`src/hw/rtl/iconv3_pkg.sv`:
```
// Shared types and constants of the 3x3 image convolution block.
`timescale 1ns / 1ps
`default_nettype none

package iconv3_pkg;

  localparam int KERNEL_SIZE = 3;
  localparam int PIX_W       = 8;
  localparam int COEF_W      = 16;
  localparam int CFG_W       = 48;
  localparam int SIZE_W      = 9;
  localparam int CFG_ADDR_W  = 3;

  // Accumulated weighted sum, weight sum and their magnitudes.
  localparam int ACC_W       = 28;
  localparam int WSUM_W      = 20;
  localparam int NUM_MAG_W   = 27;
  localparam int DEN_MAG_W   = 19;

  localparam logic [PIX_W-1:0] PIX_MAX = 8'hFF;
  localparam logic [PIX_W-1:0] PIX_MIN = 8'h00;

  // Operation codes carried on s_tuser.
  localparam logic OP_STORE   = 1'b0;
  localparam logic OP_COMPUTE = 1'b1;

  // Configuration register indexes.
  localparam logic [CFG_ADDR_W-1:0] REG_COEF_TOP    = 3'd0;
  localparam logic [CFG_ADDR_W-1:0] REG_COEF_MIDDLE = 3'd1;
  localparam logic [CFG_ADDR_W-1:0] REG_COEF_BOTTOM = 3'd2;
  localparam logic [CFG_ADDR_W-1:0] REG_IMAGE_WIDTH = 3'd3;
  localparam logic [CFG_ADDR_W-1:0] REG_IMAGE_HEIGHT = 3'd4;
  localparam logic [CFG_ADDR_W-1:0] REG_GRAY_MODE   = 3'd5;

  typedef enum logic [2:0] {
    ST_IDLE,
    ST_FETCH,
    ST_DRAIN,
    ST_DIV_START,
    ST_DIV_WAIT,
    ST_RESULT
  } iconv3_state_t;

  typedef struct packed {
    logic                     start;
    logic signed [ACC_W-1:0]  num;
    logic signed [WSUM_W-1:0] den;
  } div_req_t;

  typedef struct packed {
    logic             busy;
    logic             done;
    logic [PIX_W-1:0] quot;
  } div_rsp_t;

endpackage

`default_nettype wire

```
`src/hw/rtl/iconv3_div.sv`:
```
// Serial divider: weighted sum over weight sum, truncated and saturated to a pixel.
`timescale 1ns / 1ps
`default_nettype none

module iconv3_div (
  input  wire logic                 clk,
  input  wire logic                 rst,
  input  wire iconv3_pkg::div_req_t req,
  output iconv3_pkg::div_rsp_t      rsp
);

  import iconv3_pkg::*;

  logic                 busy;
  logic                 done;
  logic [3:0]           step;
  logic                 trivial;
  logic [NUM_MAG_W-1:0] rem;
  logic [NUM_MAG_W-1:0] dsh;
  logic [PIX_W-1:0]     quot;

  logic                 num_neg;
  logic                 den_neg;
  logic                 den_zero;
  logic [NUM_MAG_W-1:0] num_mag;
  logic [DEN_MAG_W-1:0] den_mag;
  logic                 ge;
  logic [NUM_MAG_W-1:0] diff;
  logic                 last_step;

  assign num_neg  = req.num[ACC_W-1];
  assign den_neg  = req.den[WSUM_W-1];
  assign den_zero = (req.den == '0);
  assign num_mag  = num_neg ? NUM_MAG_W'(-req.num) : NUM_MAG_W'(req.num);

  // A zero weight sum divides by 256, the scale of one Q8.8 unit.
  always_comb begin
    if (den_zero) begin
      den_mag = DEN_MAG_W'(256);
    end else if (den_neg) begin
      den_mag = DEN_MAG_W'(-req.den);
    end else begin
      den_mag = DEN_MAG_W'(req.den);
    end
  end

  assign ge        = (rem >= dsh);
  assign diff      = rem - dsh;
  assign last_step = (step == 4'(PIX_W));

  always_ff @(posedge clk) begin
    if (rst) begin
      busy <= 1'b0;
      done <= 1'b0;
      step <= '0;
    end else begin
      done <= 1'b0;
      if (req.start) begin
        busy <= 1'b1;
        step <= '0;
      end else if (busy) begin
        if (trivial) begin
          busy <= 1'b0;
          done <= 1'b1;
        end else if (step == '0) begin
          if (ge) begin
            busy <= 1'b0;
            done <= 1'b1;
          end else begin
            step <= step + 4'd1;
          end
        end else if (last_step) begin
          busy <= 1'b0;
          done <= 1'b1;
        end else begin
          step <= step + 4'd1;
        end
      end
    end
  end

  // The first busy cycle ends a trivial division or checks for a quotient above 255;
  // if neither holds, eight restoring steps follow, one quotient bit each.
  always_ff @(posedge clk) begin
    if (req.start) begin
      // A zero or negative quotient clamps to zero.
      trivial <= (req.num == '0) || (num_neg != (den_neg && !den_zero));
      rem     <= num_mag;
      dsh     <= {den_mag, {PIX_W{1'b0}}};
      quot    <= PIX_MIN;
    end else if (busy) begin
      if (trivial) begin
        quot <= PIX_MIN;
      end else if (step == '0) begin
        if (ge) begin
          quot <= PIX_MAX;
        end
        dsh <= dsh >> 1;
      end else begin
        if (ge) begin
          rem <= diff;
        end
        quot <= {quot[PIX_W-2:0], ge};
        dsh  <= dsh >> 1;
      end
    end
  end

  assign rsp.busy = busy;
  assign rsp.done = done;
  assign rsp.quot = quot;

endmodule

`default_nettype wire

```
`config.mk`:
```
export PLATFORM = sky130hd
export DESIGN_NAME = iconv3_div
export DESIGN_NICKNAME = d
export VERILOG_FILES = /design/src/hw/rtl/iconv3_pkg.sv /design/src/hw/rtl/iconv3_div.sv
export SDC_FILE = /design/constraint.sdc
export NUM_CORES = 1
export LEC_CHECK = 0
export BUFFER_PORTS_ARGS = -buffer_cell sky130_fd_sc_hd__buf_2
export CORE_UTILIZATION = 45
export DETAILED_ROUTE_END_ITERATION = 10
export PLACE_DENSITY = 0.65
export SYNTH_ARGS = -nofsm -noshare
export SYNTH_HDL_FRONTEND = slang
export SYNTH_SLANG_ARGS = --single-unit
```
`constraint.sdc`:
```
create_clock -name clk -period 4.4 [get_ports clk]
set_input_delay 0.44 -clock clk [delete_from_list [all_inputs] [get_ports clk]]
set_output_delay 0.44 -clock clk [all_outputs]
set_load 0.03 [all_outputs]
```
# Word level (Yosys, flattened, before mapping)
# Cells that the tools add are included.
[op_classes]
add_sub_neg = 4
magnitude_cmp = 1
eq_ne = 7
muxes = 27
n_bitwise = 2
reduce_logical = 15
[op_table]
columns = ["op", "n"]
rows = [
  ["27-bit 2-to-1 mux", 9],
  ["19-bit 2-to-1 mux", 2],
  ["28-bit zero test", 1],
  ["27-bit greater-or-equal comparator", 1],
  ["27-bit negation", 1],
  ["27-bit subtractor", 1],
  ["8-bit 2-to-1 mux", 3],
  ["20-bit zero test", 1],
  ["19-bit negation", 1],
  ["4-bit 2-to-1 mux", 3],
  ["1-bit 2-to-1 mux", 10],
  ["4-bit AND reduction", 2],
  ["2-bit inequality test (second input constant)", 3],
  ["2-bit AND reduction", 3],
  ["4-bit by 1-bit adder with 4-bit output (second input constant)", 1],
  ["4-bit equality test (second input constant)", 1],
  ["4-bit zero test", 1],
  ["2-bit nonzero test", 2],
  ["3-bit inequality test (second input constant)", 1],
  ["3-bit OR reduction", 1],
  ["2-bit by 1-bit inequality test with 1-bit output (second input constant)", 1],
  ["1-bit inverter", 2],
  ["2-bit OR reduction", 1],
  ["1-bit logical AND", 1],
  ["other kinds (3)", 3],
]
[word_totals]
reg_bits = 69
in_bits = 51
output_inout_bits = 10

# Longest topological paths before layout
[depth]
word_depth = 6
ltp_mapped = 10

# Worst setup path before layout
# No wires, ideal clock.
[synth_timing]
kind = "register -> register"
start = "register rem[8]"
end = "register rem[0] (enable)"
setup_ns = 0.414
arrival_ns = 3.210
slack_ns = 0.775
stages_incl_launch_ff = 9
synth_period_minus_slack_ns = 3.625
path_cell_list = "edfxtp_1 > ha_1 > and3_1 > nand3_1 > a21oi_1 > nor4b_4 > nor4_2 > o21ai_0 > o21ai_1"
[synth_between]
elab_chain_len = 3
[synth_lines]
columns = ["item", "line", "text"]
rows = [
  ["start, declared", "iconv3_div.sv:18", "logic [NUM_MAG_W-1:0] rem;"],
  ["start signal, assigned", "iconv3_div.sv:88", "rem <= num_mag;"],
  ["start signal, assigned", "iconv3_div.sv:101", "rem <= diff;"],
  ["27-bit greater-or-equal comparator", "iconv3_div.sv:47", "assign ge = (rem >= dsh);"],
  ["2-bit nonzero test (no source line)", "--", ""],
  ["4-bit AND reduction (no source line)", "--", ""],
]
# No other way between the ends.
# A chain may end at the register's enable or synchronous reset.

# Worst setup path in the final report
[layout_timing]
start = "register dsh[3]"
end = "register rem[9] (enable)"
[layout_between]
elab_chain_len = 3
[layout_lines]
columns = ["item", "line", "text"]
rows = [
  ["start, declared", "iconv3_div.sv:19", "logic [NUM_MAG_W-1:0] dsh;"],
  ["start signal, assigned", "iconv3_div.sv:89", "dsh <= {den_mag, {PIX_W{1'b0}}};"],
  ["start signal, assigned", "iconv3_div.sv:98", "dsh <= dsh >> 1;"],
  ["start signal, assigned", "iconv3_div.sv:104", "dsh <= dsh >> 1;"],
  ["27-bit greater-or-equal comparator", "iconv3_div.sv:47", ""],
  ["2-bit nonzero test (no source line)", "--", ""],
  ["4-bit AND reduction (no source line)", "--", ""],
]
# No other way between the ends.

==> summary.txt <==
Outcome = finished with violations
Failing checks = DRC
Total GRT Usage = 22.3%
Area growth syn-to-layout = 12.1%
CTS resizes = 0
Comb pwr share = 37.6%
Tot Pwr = 2.33 mW
Die ar. = 0.0126 mm²
GRT Residual Overflow = 0
Placed Cells = 837
Min Tclk post-route = 3160 ps
Initial antenna violation count = 0
Mux share of post-synthesis cell area = 1.10%
Setup Total Neg Slack = 0 ps
Die height = 112 µm
FF+latch area = 0.00185 mm²
Port bufs = 60
Synth Warn # = 0
Multi-input gate area = 0.00331 mm²
Maximum vdd drop = 0.188 mV
Post-synthesis adder-cell area fraction = 7.49%
IO Pins = 61
Total Wirelength = 13300 µm
Pre-Repair DR Iteration Count = 8
Share of cells above drive strength 1 = 12.7%
Root buffer cell = clkbuf_16
Worst-margin pin slew = 848 ps
Startpoint Class = flop
Final Util = 52.6%
Antenna viol nets, final = 0
Synth Cell Area = 0.00545 mm²
Worst-case clock buffer depth = 2
Leakage = 2.39 nW
FILL cells = 1132
Internal = 1.50 mW
Hold_ws = 395 ps
Setup violators final = 0
CP Data Required Time = 4390 ps
Drt wl/cell = 15.6 µm
Syn_nets = 739
Cts hold-fix bufs = 0
Post-synthesis cell type count = 60
Vias in the first global route = 4606
Switching share of power = 35.4%
Unrepaired setup endpoints after global routing = false
DRC = 3
Largest net degree at the start of global routing = 48
Post-synthesis xor/xnor area fraction = 9.32%
Rel. slew slack = 43.4%
First-pass GRT wire length = 22300 µm
H-tree depth = 3
Clk slew on worst S/H paths = 50 ps
Chip Width = 112 µm
CTS tree = yes
Worst skew pair latency = 330 ps
Synth Area per Inst = 8.31 µm²
Share of flip-flops with an asynchronous set or reset = 0%
Pwr/cell area = 381 mW/mm²
Main combinational cell family by area after synthesis = compound AO/OA/AOI/OAI gates
F_max = 317 MHz
TritonCTS buffer count = 9
Power share of the sequential group = 35.1%
DRC marker count from the first detailed-route iteration = 308
Fin. max-slew vios = 0
Final Cycle Share = 71.8%
Final Hold Viols = 0
WP data arrival = 3150 ps
Hold Path Class = in2reg
Finished Layout Cells = 852
Worst-path fanout max = 27
Core ar. = 0.0116 mm²
EDFF count, synth = 47
Flops & latches, synth = 69
P_sw = 0.824 mW
GP Congestion = 0.858
Initial Util = 46.9%
Synth Instances = 656
Nets = 788
Critical path class = reg2reg
Compound-gate portion of the synthesized area = 22.0%
Vias = 4853
Main synth FF type = edfxtp_1
# diodes = 0
Row Count = 39
DR vias/cell = 5.70
Max_cap viols = 0
Register area share after synthesis = 34.0%
Commonest non-fill, non-tap cell in the layout = nand2_1
Post-Synth Simple-Gate Area = 20.7%
Most frequent cells in the layout = nand2_1 (90), buf_2 (60), o21ai_0 (55), inv_1 (49), edfxtp_1 (47)
Critical Path End Type = flop
Clock network power share = 27.3%
Final HPWL DP = 10400 µm
Post-CTS setup buffer count = 0
Num Clock Sinks = 69
Clk_skew = 4.20 ps
[state kept, by name, indices dropped and copies added, names as in the netlist]
signal / count
done: 1
rem: 27
dsh: 27
trivial: 1
quot: 8
step: 4
busy: 1
[path summary, 6_finish.rpt]
kind         startpoint     end  slack (ps)  depth (start not counted)
min                 rst    busy         390                          2
max reg2reg      dsh[3]  rem[9]        1240                         10
min reg2reg      dsh[2]  dsh[1]         470                          2
max              dsh[3]  rem[9]        1240                         10
[worst max-delay path, stage by stage (launching register included)]
cell      delay (ps)
dfxtp_1          350
inv_1             50
ha_1             360
nand3_1          120
o21bai_1         200
a21oi_1          370
nor4b_4          130
nor4_2           450
o21ai_0          230
o21ai_2          190
buf_4            370
[kinds of logic after synthesis]
family / after synthesis
fa+ha+maj: 32
mux: 6
buf+inv: 76
flops: 69
xor+xnor: 58
simple gates: 227
compound gates: 188
[cell type report]
cell class | instances | area share (%)
inverter | 50 | 3.07
clock buffer | 11 | 3.81
tap | 143 | 2.93
timing repair buffer | 64 | 5.41
multi-input combinational | 511 | 54.2
sequential | 69 | 30.3
clock inverter | 4 | 0.266
[layer usage]
layer  vias up  global-route usage, %  routed length, µm
li1       2455                      -                  -
met1      2233                   29.6               6340
met2       152                   37.1               6120
met3        13                   3.35                654
met4         0                   8.00                195
met5         -                      0                  0
[through the flow]
step	instance area [µm²]	setup slack [ps]
floorplan	5450	775
global placement	5860	1360
detailed placement	5860	1210
CTS	6110	1200
global route	6110	979
finish	6110	1240
[power groups by stage]
| stage | clock (mW) | combinational [mW] | sequential [mW] |
|---|---|---|---|
| finish | 0.635 | 0.877 | 0.817 |
| floorplan | 0 | 0.642 | 0.834 |
| global placement | 0 | 0.848 | 0.826 |
| CTS | 0.642 | 0.868 | 0.817 |
| detailed placement | 0 | 0.859 | 0.830 |
| global route | 0.664 | 0.975 | 0.825 |
[synthesized netlist by cell type, types with 5 or more instances]
cell type / count / area [µm²]
nor4_1: 6 / 37.5
or4_1: 5 / 37.5
o41ai_1: 8 / 70.1
a21o_1: 8 / 60.1
clkbuf_1: 20 / 75.1
o22ai_1: 8 / 50.1
nand4_1: 8 / 50.1
nand3_1: 15 / 75.1
or3_1: 7 / 43.8
o21ai_0: 55 / 275
xor2_1: 19 / 166
nand2_1: 90 / 338
ha_1: 31 / 388
nor3_1: 14 / 70.1
nor2b_1: 11 / 68.8
nand2b_1: 11 / 68.8
a21oi_1: 42 / 210
a211oi_1: 6 / 45.0
and3_1: 5 / 31.3
xnor2_1: 39 / 342
a31oi_1: 6 / 37.5
nor2_1: 35 / 131
dfxtp_1: 22 / 440
inv_1: 49 / 184
o31ai_1: 14 / 105
o21bai_1: 5 / 37.5
edfxtp_1: 47 / 1410
mux2i_1: 6 / 60.1
o21ai_1: 7 / 35.0
No activity file was read; power rests on OpenSTA's default activity.
